==> src/rtl/icf_pkg.sv <==
// Shared types, constants and functions for the IMU complementary filter.
package icf_pkg;

    localparam int TAB_LEN = 24;
    localparam int ZW      = 34;   // CORDIC angle accumulator, 2^-32 turn units
    localparam int XYW     = 27;   // CORDIC vector registers

    typedef logic signed [ZW-1:0]  t_zacc;
    typedef logic signed [XYW-1:0] t_vec;

    typedef enum logic [1:0] {
        REG_GYRO_GAIN = 2'd0,
        REG_KEEP      = 2'd1,
        REG_MAG_LOW   = 2'd2,
        REG_MAG_HIGH  = 2'd3
    } t_reg_idx;

    typedef enum logic [2:0] {
        ST_IDLE,
        ST_INTEG,
        ST_CORDIC,
        ST_SCALE,
        ST_BLEND,
        ST_OUT
    } t_state;

    // Command from the sequencer to the lanes.
    typedef struct packed {
        logic load;
        logic step;
    } t_lane_ctl;

    // atan(2^-i) in 2^-32 turn units.
    function automatic logic [29:0] atan_turn(input logic [4:0] idx);
        case (idx)
            5'd0:  atan_turn = 30'd536870912;
            5'd1:  atan_turn = 30'd316933406;
            5'd2:  atan_turn = 30'd167458907;
            5'd3:  atan_turn = 30'd85004756;
            5'd4:  atan_turn = 30'd42667331;
            5'd5:  atan_turn = 30'd21354465;
            5'd6:  atan_turn = 30'd10679838;
            5'd7:  atan_turn = 30'd5340245;
            5'd8:  atan_turn = 30'd2670163;
            5'd9:  atan_turn = 30'd1335087;
            5'd10: atan_turn = 30'd667544;
            5'd11: atan_turn = 30'd333772;
            5'd12: atan_turn = 30'd166886;
            5'd13: atan_turn = 30'd83443;
            5'd14: atan_turn = 30'd41722;
            5'd15: atan_turn = 30'd20861;
            5'd16: atan_turn = 30'd10430;
            5'd17: atan_turn = 30'd5215;
            5'd18: atan_turn = 30'd2608;
            5'd19: atan_turn = 30'd1304;
            5'd20: atan_turn = 30'd652;
            5'd21: atan_turn = 30'd326;
            5'd22: atan_turn = 30'd163;
            5'd23: atan_turn = 30'd81;
            default: atan_turn = 30'd0;
        endcase
    endfunction

    function automatic logic signed [31:0] sat32(input logic signed [49:0] v);
        if (v > 50'sd2147483647)       sat32 = 32'sh7fffffff;
        else if (v < -50'sd2147483648) sat32 = 32'sh80000000;
        else                           sat32 = v[31:0];
    endfunction

endpackage

==> src/rtl/icf_merge.sv <==
// Per-axis angle update: gyro integration, turn-to-degree scaling and blend.
module icf_merge
    import icf_pkg::*;
#(
    parameter int ANGLE_FRAC_BITS = 16
) (
    input  logic               i_clk,
    input  logic               i_rst_n,
    input  t_state             i_state,
    input  logic signed [15:0] i_gyro,
    input  logic [23:0]        i_gain,
    input  logic [16:0]        i_keep,
    input  t_zacc              i_z,
    input  logic               i_zero,
    output logic signed [31:0] o_angle
);

    localparam int SH = 32 - ANGLE_FRAC_BITS;

    logic signed [31:0] r_angle;
    logic signed [41:0] r_acc;   // accelerometer angle in angle LSBs
    logic signed [41:0] prod_g;
    logic signed [49:0] sum_i;
    logic signed [43:0] zdeg;
    logic signed [49:0] bsum;
    logic signed [49:0] bsh;
    logic signed [17:0] wk, wa;
    logic signed [41:0] n_acc;

    assign prod_g = 42'(i_gyro) * $signed({1'b0, i_gain});
    assign sum_i  = 50'(r_angle) + 50'(prod_g >>> SH);
    assign zdeg   = 44'(i_z) * 44'sd360 + (44'sd1 <<< (SH - 1));
    assign n_acc  = i_zero ? 42'sd0 : 42'(zdeg >>> SH);
    assign wk     = {1'b0, i_keep};
    assign wa     = 18'sd65536 - wk;
    assign bsum   = 50'(r_angle) * 50'(wk) + 50'(r_acc) * 50'(wa) + 50'sd32768;
    assign bsh    = bsum >>> 16;

    always_ff @(posedge i_clk) begin
        if (!i_rst_n) begin
            r_angle <= '0;
        end else if (i_state == ST_INTEG) begin
            r_angle <= sat32(sum_i);
        end else if (i_state == ST_BLEND) begin
            r_angle <= sat32(bsh);
        end
        if (i_state == ST_SCALE) r_acc <= n_acc;
    end

    assign o_angle = r_angle;

endmodule

==> config.mk <==
export PLATFORM = sky130hd
export DESIGN_NAME = icf_merge
export DESIGN_NICKNAME = d
export VERILOG_FILES = /design/src/rtl/icf_pkg.sv /design/src/rtl/icf_merge.sv
export SDC_FILE = /design/constraint.sdc
export NUM_CORES = 2
export LEC_CHECK = 0
export ABC_CLOCK_PERIOD_IN_PS = 25400
export BUFFER_PORTS_ARGS = -buffer_cell sky130_fd_sc_hd__buf_2
export CAP_MARGIN = 10
export CORE_MARGIN = 2
export CORE_UTILIZATION = 35
export CTS_BUF_LIST = sky130_fd_sc_hd__clkbuf_16
export DETAILED_ROUTE_END_ITERATION = 16
export GPL_TIMING_DRIVEN = 0
export PLACE_DENSITY = 0.49
export RECOVER_POWER = 50
export SLEW_MARGIN = 20
export SYNTH_ARGS = -nofsm -noshare
export SYNTH_HDL_FRONTEND = slang
export SYNTH_SLANG_ARGS = --single-unit
==> constraint.sdc <==
create_clock -name i_clk -period 25.4 [get_ports i_clk]
set_input_delay 1.27 -clock i_clk [delete_from_list [all_inputs] [get_ports i_clk]]
set_output_delay 1.27 -clock i_clk [all_outputs]
set_load 0.02 [all_outputs]
==> impl_metrics.toml <==
[run_status]
status = "finished, final reports clean"

[placed_design]
dp_hpwl_um = 165000
globalplace.congestion = 0.930
portBuffers = 112

[worst_setup_path]
end_kind = "register"
crit_top_cell = "fa_1"
start_kind = "input pin"
crit_start = "i_keep[1]"
reg2reg_depth = 27
arrival_ns = 13.45
path_class = "in -> reg"
cpPeakStageDelay_ns = 0.96
endpoint = "o_angle[17]"
r2r-start = "o_angle[13]"
r2r_setup_slack_ns = 14.59
cp_max_fo = 10
worstReg2RegEnd = "o_angle[17]"
crit_path_top_delay_cell = "a211oi_1"
cp.required_ns = 25.71

[global_routing]
grtUsageTotal_pct = 22.8
grt_overflow = 0
grt_max_degree = 16
grt_pass1_vias = 45200
grt_first_pass_wirelength_um = 285000
antenna_found_initial = 18

[layout]
regArea_um2 = 1480
area_delta_synth_final_pct = 6.62
multiInputGateArea_um2 = 48700
fill_cells = 17000
drive_above_1_share_pct = 2.72
finalNetCount = 8667

[sta]
fin_tns_setup_ns = 0
rsz0062_at_grt = "false"
fmax_ghz = 0.0761
period_minus_slack_ns = 13.14
worst_pin_slew_ns = 1.13
final.setup_skew_ns = 0.00952
finalHoldViolCount = 0
max_slew_margin_pct = 24.8
slew_violations = 0
fin_crit_sh_pct = 51.7
finalSetupViolations = 0

[floorplan]
die_h_um = 410
rows = 148
core_um2 = 163000
dieArea_um2 = 168000
die_w_um = 410
pin_count = 129
start_util_pct = 35.3

[clocking]
cts_resized = 0
post_cts_buffers = 0
insertion_delay_ns = 0.38
htreeDepth = 3
clkSlewWorstSetupHoldPaths_ns = 0.07
clockRootBuffer = "clkbuf_16"
cts.sinks = 60
cts.path.max_buffers = 2
cts_tree = "built"
numCtsBuffers = 9
cts_hold_buf = 0

[worst_hold_path]
min_path_cells = 4
hold_path.class = "reg -> reg"
hold_start = "o_angle[31]"

[detailed_routing]
vias_per_cell = 4.84
wl_per_cell_um = 21.1
wirelength_um = 186000
ant_nets = 0
drt_iter0_markers = 2589
drc = 0
dr.pass1.iters = 6
via_count = 42600

[yosys]
avgSynthCellArea_um2 = 8.90
postSynthNetCount = 8529
netlist_area_um2 = 57600
synth_flop_cell = "dfxtp_1"
ys_types = 85
ys_ff_latch = 60
yosys_warnings = 0
async_flop_share_pct = 0
ys_seq_area_share_pct = 2.57
synth_edf_count = 28
netlist_instances = 6475

[job]
drv_cap = 0
[state kept, by name, summed over array words and instances, names as in the netlist]
signal / count
o_angle: 32
r_acc: 28
[metal layers]
layer  GRT usage (%)  part of all wire (%)
met3            2.80                   6.2
met5               0                0.0070
met2            38.2                    48
met1            31.1                    43
met4            6.25                   3.3
[synthesized netlist by cell type (4+ instances only)]
cell type / instances / area share [%]
inv_1: 1714 / 11
fa_1: 1480 / 51
nand2_1: 1036 / 6.8
ha_1: 477 / 10
and2_1: 429 / 4.7
clkbuf_1: 259 / 1.7
a21oi_1: 172 / 1.5
nor2_1: 144 / 0.94
xnor2_1: 109 / 1.7
o21ai_0: 63 / 0.55
xor2_1: 52 / 0.79
a21o_1: 50 / 0.65
nor2b_1: 43 / 0.47
dfxtp_1: 32 / 1.1
edfxtp_1: 28 / 1.5
nand2b_1: 27 / 0.29
buf_1: 23 / 0.15
nor3_1: 23 / 0.20
nand3_1: 22 / 0.19
o21ai_1: 22 / 0.19
nand4_1: 21 / 0.23
o21bai_1: 21 / 0.27
o21a_1: 19 / 0.25
and3_1: 18 / 0.20
o31ai_1: 18 / 0.23
a31oi_1: 14 / 0.15
a211oi_1: 13 / 0.17
o211ai_1: 11 / 0.14
buf_2: 8 / 0.070
nor4_1: 7 / 0.076
or2_2: 6 / 0.065
a311oi_1: 5 / 0.076
mux2i_1: 5 / 0.087
nor3_2: 5 / 0.087
or3_1: 5 / 0.054
a31o_2: 4 / 0.061
and4_1: 4 / 0.061
nor3b_1: 4 / 0.052
o2111ai_1: 4 / 0.061
[worst min-delay path by stage]
stage / endpoint / slack (ns)
global placement: o_angle[31] / 0.76
floorplan: o_angle[29] / 0.60
detailed placement: o_angle[31] / 0.78
global route: o_angle[1] / 0.85
CTS: o_angle[31] / 0.80
finish: o_angle[31] / 0.80
[cell usage in the layout, fill, tap and decap left out, types with 11 or more instances in the layout]
cell type	n
buf_1	23
o31ai_1	18
diode_2	13
buf_2	87
dfxtp_1	32
o21bai_1	21
xor2_1	46
o21ai_0	63
nor2b_1	43
and3_1	18
nand4_1	21
nor3_1	23
nand2_1	1036
nor2_1	144
a21oi_1	172
xnor2_1	100
fa_1	1480
o211ai_1	11
a31oi_1	14
o21ai_1	22
o21a_1	19
and2_1	429
a211oi_1	13
nand3_1	22
a21o_1	50
nand2b_1	27
buf_6	14
inv_1	1714
ha_1	477
edfxtp_1	28
clkbuf_1	289
[cell families after synthesis]
logic type | count (synthesis) | share of synthesized area, %
AOI/OAI and AO/OA | 468 | 5.25
muxes | 8 | 0.146
DFF | 60 | 2.57
adders and majority gates | 1957 | 61.8
xor gates and xnor gates | 161 | 2.45
buffers and inverters | 2006 | 13.1
and+or+nand+nor | 1815 | 14.7
[cell type report]
class,count,area share [%]
multi-input cells,4409,79.3
inverters,1714,10.5
well taps,2175,4.43
flip-flops and latches,60,2.41
plain buffers,292,1.84
repair buffers,127,1.08
clock buffers,9,0.367
clock inverters,7,0.0815
diodes,13,0.0530
[through the flow]
stage / area (um2) / hold slack (ns) / utilization [%] / setup slack [ns] / instances
CTS: 61400 / 0.800 / 37.7 / 12.60 / 8792
global route: 61400 / 0.852 / 37.6 / 11.81 / 8794
finish: 61400 / 0.802 / 37.6 / 12.26 / 8806
global placement: 60900 / 0.757 / 37.3 / 11.60 / 8762
floorplan: 57600 / 0.597 / - / 15.36 / 6475
detailed placement: 61200 / 0.779 / 37.5 / 12.24 / 8776
[worst max-delay path: cells and delay by family]
| kind | cells | cell delay [ns] |
|---|---|---|
| adder cells (fa/ha/maj) | 10 | 4.55 |
| buffers and inverters | 10 | 3.07 |
| AND/OR/NAND/NOR | 3 | 0.46 |
| AO/OA/AOI/OAI | 10 | 3.33 |
| XOR/XNOR | 1 | 0.72 |
Power is not shown: default switching activity piles up to over one toggle a cycle in this logic, so the estimate is an artifact.
