==> config.mk <==
export PLATFORM = sky130hd
export DESIGN_NAME = icf_cordic_lane
export DESIGN_NICKNAME = d
export VERILOG_FILES = /design/src/rtl/icf_pkg.sv /design/src/rtl/icf_cordic_lane.sv
export SDC_FILE = /design/constraint.sdc
export NUM_CORES = 1
export LEC_CHECK = 0
export BUFFER_PORTS_ARGS = -buffer_cell sky130_fd_sc_hd__buf_2
export CAP_MARGIN = 20
export CORE_MARGIN = 1
export CORE_UTILIZATION = 35
export DETAILED_ROUTE_END_ITERATION = 8
export PLACE_DENSITY = 0.56
export SKIP_LAST_GASP = 1
export SLEW_MARGIN = 20
export SYNTH_ARGS = -nofsm -noshare
export SYNTH_HDL_FRONTEND = slang
export SYNTH_SLANG_ARGS = --single-unit
==> constraint.sdc <==
create_clock -name i_clk -period 12.7 [get_ports i_clk]
set_input_delay 0.635 -clock i_clk [delete_from_list [all_inputs] [get_ports i_clk]]
set_output_delay 0.635 -clock i_clk [all_outputs]
set_load 0.01 [all_outputs]
==> src/rtl/icf_pkg.sv <==
// Shared types, constants and functions for the IMU complementary filter.
package icf_pkg;

    localparam int TAB_LEN = 24;
    localparam int ZW      = 34;   // CORDIC angle accumulator, 2^-32 turn units
    localparam int XYW     = 27;   // CORDIC vector registers

    typedef logic signed [ZW-1:0]  t_zacc;
    typedef logic signed [XYW-1:0] t_vec;

    typedef enum logic [1:0] {
        REG_GYRO_GAIN = 2'd0,
        REG_KEEP      = 2'd1,
        REG_MAG_LOW   = 2'd2,
        REG_MAG_HIGH  = 2'd3
    } t_reg_idx;

    typedef enum logic [2:0] {
        ST_IDLE,
        ST_INTEG,
        ST_CORDIC,
        ST_SCALE,
        ST_BLEND,
        ST_OUT
    } t_state;

    // Command from the sequencer to the lanes.
    typedef struct packed {
        logic load;
        logic step;
    } t_lane_ctl;

    // atan(2^-i) in 2^-32 turn units.
    function automatic logic [29:0] atan_turn(input logic [4:0] idx);
        case (idx)
            5'd0:  atan_turn = 30'd536870912;
            5'd1:  atan_turn = 30'd316933406;
            5'd2:  atan_turn = 30'd167458907;
            5'd3:  atan_turn = 30'd85004756;
            5'd4:  atan_turn = 30'd42667331;
            5'd5:  atan_turn = 30'd21354465;
            5'd6:  atan_turn = 30'd10679838;
            5'd7:  atan_turn = 30'd5340245;
            5'd8:  atan_turn = 30'd2670163;
            5'd9:  atan_turn = 30'd1335087;
            5'd10: atan_turn = 30'd667544;
            5'd11: atan_turn = 30'd333772;
            5'd12: atan_turn = 30'd166886;
            5'd13: atan_turn = 30'd83443;
            5'd14: atan_turn = 30'd41722;
            5'd15: atan_turn = 30'd20861;
            5'd16: atan_turn = 30'd10430;
            5'd17: atan_turn = 30'd5215;
            5'd18: atan_turn = 30'd2608;
            5'd19: atan_turn = 30'd1304;
            5'd20: atan_turn = 30'd652;
            5'd21: atan_turn = 30'd326;
            5'd22: atan_turn = 30'd163;
            5'd23: atan_turn = 30'd81;
            default: atan_turn = 30'd0;
        endcase
    endfunction

    function automatic logic signed [31:0] sat32(input logic signed [49:0] v);
        if (v > 50'sd2147483647)       sat32 = 32'sh7fffffff;
        else if (v < -50'sd2147483648) sat32 = 32'sh80000000;
        else                           sat32 = v[31:0];
    endfunction

endpackage

==> src/rtl/icf_cordic_lane.sv <==
// One vectoring CORDIC lane for atan2(y, x); one micro-rotation per cycle while step is set.
module icf_cordic_lane
    import icf_pkg::*;
(
    input  logic               i_clk,
    input  t_lane_ctl          i_ctl,
    input  logic [4:0]         i_iter,
    input  logic signed [15:0] i_y,
    input  logic signed [15:0] i_x,
    output t_zacc              o_z,
    output logic               o_zero
);

    t_vec  r_x, r_y;
    t_zacc r_z;
    logic  r_zero;
    t_vec  sx, sy;
    logic signed [16:0] xe, ye;

    assign xe = 17'(i_x);
    assign ye = 17'(i_y);
    assign sx = r_x >>> i_iter;
    assign sy = r_y >>> i_iter;

    always_ff @(posedge i_clk) begin
        if (i_ctl.load) begin
            r_zero <= (i_x == 16'sd0) && (i_y == 16'sd0);
            // fold left half-plane by a half turn
            if (i_x < 0) begin
                r_z <= (i_y >= 0) ? t_zacc'(64'sh80000000) : -t_zacc'(64'sh80000000);
                r_x <= t_vec'(-xe) <<< 8;
                r_y <= t_vec'(-ye) <<< 8;
            end else begin
                r_z <= '0;
                r_x <= t_vec'(xe) <<< 8;
                r_y <= t_vec'(ye) <<< 8;
            end
        end else if (i_ctl.step) begin
            if (r_y > 0) begin
                r_x <= r_x + sy;
                r_y <= r_y - sx;
                r_z <= r_z + t_zacc'(atan_turn(i_iter));
            end else begin
                r_x <= r_x - sy;
                r_y <= r_y + sx;
                r_z <= r_z - t_zacc'(atan_turn(i_iter));
            end
        end
    end

    assign o_z    = r_z;
    assign o_zero = r_zero;

endmodule

==> results.json <==
{
  "fin_skew_ns": 0.0118,
  "finalHoldViolCount": 0,
  "clkLatencyLatePin_ns": 0.38,
  "port_buffers": 74,
  "dp_cells": 2185,
  "power_frac_comb_pct": 75.6,
  "vias": 13300,
  "ys_seq_area_share_pct": 18.6,
  "critPathArrivalTime_ns": 7.20,
  "synth_edf_count": 89,
  "fin_cells": 2201,
  "crit_type": "in2reg",
  "max_freq_mhz": 141,
  "final_nets": 1812,
  "die_h_um": 204,
  "cts_hold_buffers": 0,
  "min_period_ns": 7.09,
  "first_global_vias": 12700,
  "synth_area_um2": 14300,
  "clockRootBuffer": "clkbuf_16",
  "finalSetupViolCount": 0,
  "cp.required_ns": 12.81,
  "switching_share_pct": 50.9,
  "rrSetupSlack_ns": 6.89,
  "htree_num_levels": 3,
  "switchingPower_uw": 2440,
  "grt-ovfl-total": 0,
  "hold_class": "in2reg",
  "peakVddDrop_uv": 120,
  "core_um2": 40100,
  "grt.busiest_layer": "met2",
  "synthToLayoutAreaGrowth_pct": 6.38,
  "drt-initial-drc-count": 1380,
  "slowest_stage": "buf_4",
  "antennaDiodeCount": 0,
  "final_cell_area_um2": 15300,
  "reg2regPathDepth": 16,
  "avgSynthCellArea_um2": 8.60,
  "relSlewSlack_pct": 23.3,
  "synthArstFlopShare_pct": 0,
  "synth_warnings": 0,
  "dpl_cell_area_um2": 14900,
  "dieArea_um2": 41800,
  "clkPwrFrac_pct": 6.3,
  "die_w_um": 204,
  "dp_hpwl_um": 34800,
  "route.detailed.drc": 0,
  "clock_sinks": 89,
  "clockBufferDepth": 2,
  "antenna_found_initial": 0,
  "rsz0062_at_grt": "no",
  "tns_ns": 0,
  "start_kind": "input port",
  "path_max_fanout": 65,
  "r2r-start": "r_y[2]$_SDFFCE_PP0P_",
  "grt_usage_pct": 22.2,
  "cts_setup_buffers": 0,
  "min_delay_path_depth": 3,
  "wl_per_cell_um": 20.9,
  "syn_inst": 1668,
  "cts.clk_slew.worst_paths_ns": 0.07,
  "cp_top_family": "compound AO/OA/AOI/OAI gates",
  "p_per_area_nw_per_um2": 314,
  "cts_buffers": 9,
  "cpMostUsedCell": "o21ai_0",
  "power_uw": 4800,
  "worstPathCellList": "buf_2 -> buf_4 -> inv_2 -> ha_1 -> nand2b_1 -> a21oi_1 -> a211oi_1 -> ha_1 -> nand2_1 -> o21ai_0 -> and4b_1 -> and4_1 -> nand2b_1 -> xor2_1 -> ha_1 -> a211oi_1 -> o21ai_0 -> a21oi_1 -> o21ai_0 -> o41ai_1 -> o21ai_0 -> xnor2_1 -> o21ai_0",
  "cts_tree": "built",
  "cp-end-kind": "flop",
  "antenna_left": 0,
  "drive_gt1_share_pct": 13.5,
  "ys.flop_type": "edfxtp_1",
  "worst-path-stages": 23,
  "worstMarginPinSlew_ns": 1.15,
  "synth_cell_types": 94,
  "finalCritPeriodShare_pct": 55.8,
  "ys_ff_latch": 89,
  "cts_resized": 0,
  "vias_per_cell": 6.05,
  "r2r-end": "o_z[32]$_DFFE_PP_",
  "hold_start": "i_y[0]",
  "syn_nets": 1809,
  "first_pass_iters": 9,
  "slew_violations": 0,
  "grt_first_pass_wirelength_um": 72300,
  "grtUsageMet3_pct": 3.11,
  "gp_congestion": 0.977,
  "pin_count": 75,
  "power_leakage_uw": 0.00604,
  "crit_buf_inv": 3,
  "status": "finished, final reports clean",
  "p_int_uw": 2350,
  "maxCapViolCount": 0,
  "use_met1_pct": 30.0,
  "use_met2_pct": 35.3,
  "seq_power_share_pct": 18.0,
  "hold_end": "r_y[8]$_DFFE_PP_",
  "fp-row-count": 73,
  "wl_um": 46100,
  "start_util_pct": 35.8,
  "critPathMaxStageDelay_ns": 0.60,
  "grt_max_degree": 78
}
-- synthesized netlist by cell type (27+ instances only) --
| library cell | instances | area share (%) |
|---|---|---|
| xor2_1 | 79 | 4.8 |
| a31oi_1 | 27 | 1.2 |
| nor2_1 | 158 | 4.1 |
| xnor2_1 | 89 | 5.4 |
| mux4_2 | 58 | 9.1 |
| clkbuf_1 | 49 | 1.3 |
| nand2_1 | 145 | 3.8 |
| mux2i_1 | 61 | 4.3 |
| nand2b_1 | 30 | 1.3 |
| a21o_1 | 30 | 1.6 |
| nor3_1 | 31 | 1.1 |
| a21oi_1 | 139 | 4.9 |
| ha_1 | 98 | 8.6 |
| o21ai_0 | 119 | 4.2 |
| edfxtp_1 | 89 | 19 |
| inv_1 | 40 | 1.0 |
-- routing by layer --
metal  up-vias  wire length, µm
met1      6343            20500
met5         -                0
met3       114             3290
met4         0             1700
li1       6307                -
met2       556            20600
-- power groups by stage --
| stage | Sequential, µW | Clock, µW | Combinational, µW |
|---|---|---|---|
| floorplan | 726 | 0 | 2870 |
| global placement | 855 | 0 | 3560 |
| detailed placement | 858 | 0 | 3570 |
| CTS | 852 | 313 | 3600 |
| global route | 877 | 319 | 4050 |
| finish | 864 | 304 | 3630 |
-- state kept, by name, indices dropped and copies added (netlist names) --
register / flops
o_z: 34
r_x: 27
r_y: 27
o_zero: 1
-- cells by family after synthesis --
family	after synthesis	synth area share (%)
buf+inv	140	5.06
fa+ha+maj	101	8.97
simple gates	524	17.8
compound gates	496	22.5
mux	150	16.8
xor+xnor	168	10.3
flops	89	18.6
-- layout make-up --
class                   instances  area (µm²)
well taps                     525         657
inverters                      43         161
clock buffers                   9         225
flip-flops and latches         89        2670
multi-input cells            1439       11000
repair buffers                 89         490
clock inverters                 7        95.1
fillers                      4102       24800
-- stage by stage --
step / util [%] / setup slack [ns] / hold WS (ns)
after floorplan: - / 6.74 / 0.682
after global placement: 37.2 / 5.43 / 0.745
after detailed placement: 37.2 / 5.30 / 0.770
after CTS: 38.0 / 5.67 / 0.622
after global routing: 38.0 / 5.26 / 0.659
final: 38.0 / 5.61 / 0.629
-- worst register-to-register path, stage by stage (launching register included) --
cell and delay [ns]:
edfxtp_1 0.51, nor4_1 0.34, nand4_1 0.33, o21ai_2 0.78, buf_4 0.38, nor2_1 0.10, xor2_1 0.16, ha_1 0.25
or4_1 0.55, o21ai_0 0.34, a21oi_1 0.23, a21oi_1 0.33, o21ai_0 0.23, o41ai_1 0.50, o21ai_0 0.23, xnor2_1 0.17
o21ai_0 0.09
-- how the worst max path moves through the flow --
stage / end / slack, ns / start
floorplan: o_z[32]$_DFFE_PP_ / 6.74 / i_iter[1]
global placement: o_z[32]$_DFFE_PP_ / 5.43 / i_iter[1]
detailed placement: o_z[32]$_DFFE_PP_ / 5.30 / i_iter[1]
CTS: o_z[32]$_DFFE_PP_ / 5.67 / i_iter[1]
global route: o_z[32]$_DFFE_PP_ / 5.26 / i_iter[1]
finish: o_z[32]$_DFFE_PP_ / 5.61 / i_iter[1]
-- cell usage in the layout (no fill, tap or decap), types with 11 or more instances in the layout --
| cell type | instances |
|---|---|
| and3_1 | 13 |
| o21bai_1 | 13 |
| mux4_2 | 58 |
| or3_1 | 12 |
| mux2_2 | 21 |
| edfxtp_1 | 89 |
| ha_1 | 98 |
| nand2_1 | 145 |
| o31ai_1 | 14 |
| xor2_1 | 79 |
| o21a_1 | 20 |
| nand3_1 | 24 |
| and2_1 | 16 |
| nor2b_1 | 26 |
| nor4_1 | 13 |
| a21oi_1 | 139 |
| nor2_1 | 156 |
| inv_1 | 40 |
| a22oi_1 | 13 |
| a211oi_1 | 21 |
| nor3_1 | 31 |
| a31oi_1 | 27 |
| nand4_1 | 15 |
| o211ai_1 | 13 |
| buf_2 | 71 |
| buf_4 | 18 |
| xnor2_1 | 89 |
| o21ai_0 | 119 |
| a21o_1 | 30 |
| or2_2 | 11 |
| mux2i_1 | 61 |
| nand2b_1 | 30 |
No activity file was read; power rests on OpenSTA's default activity.
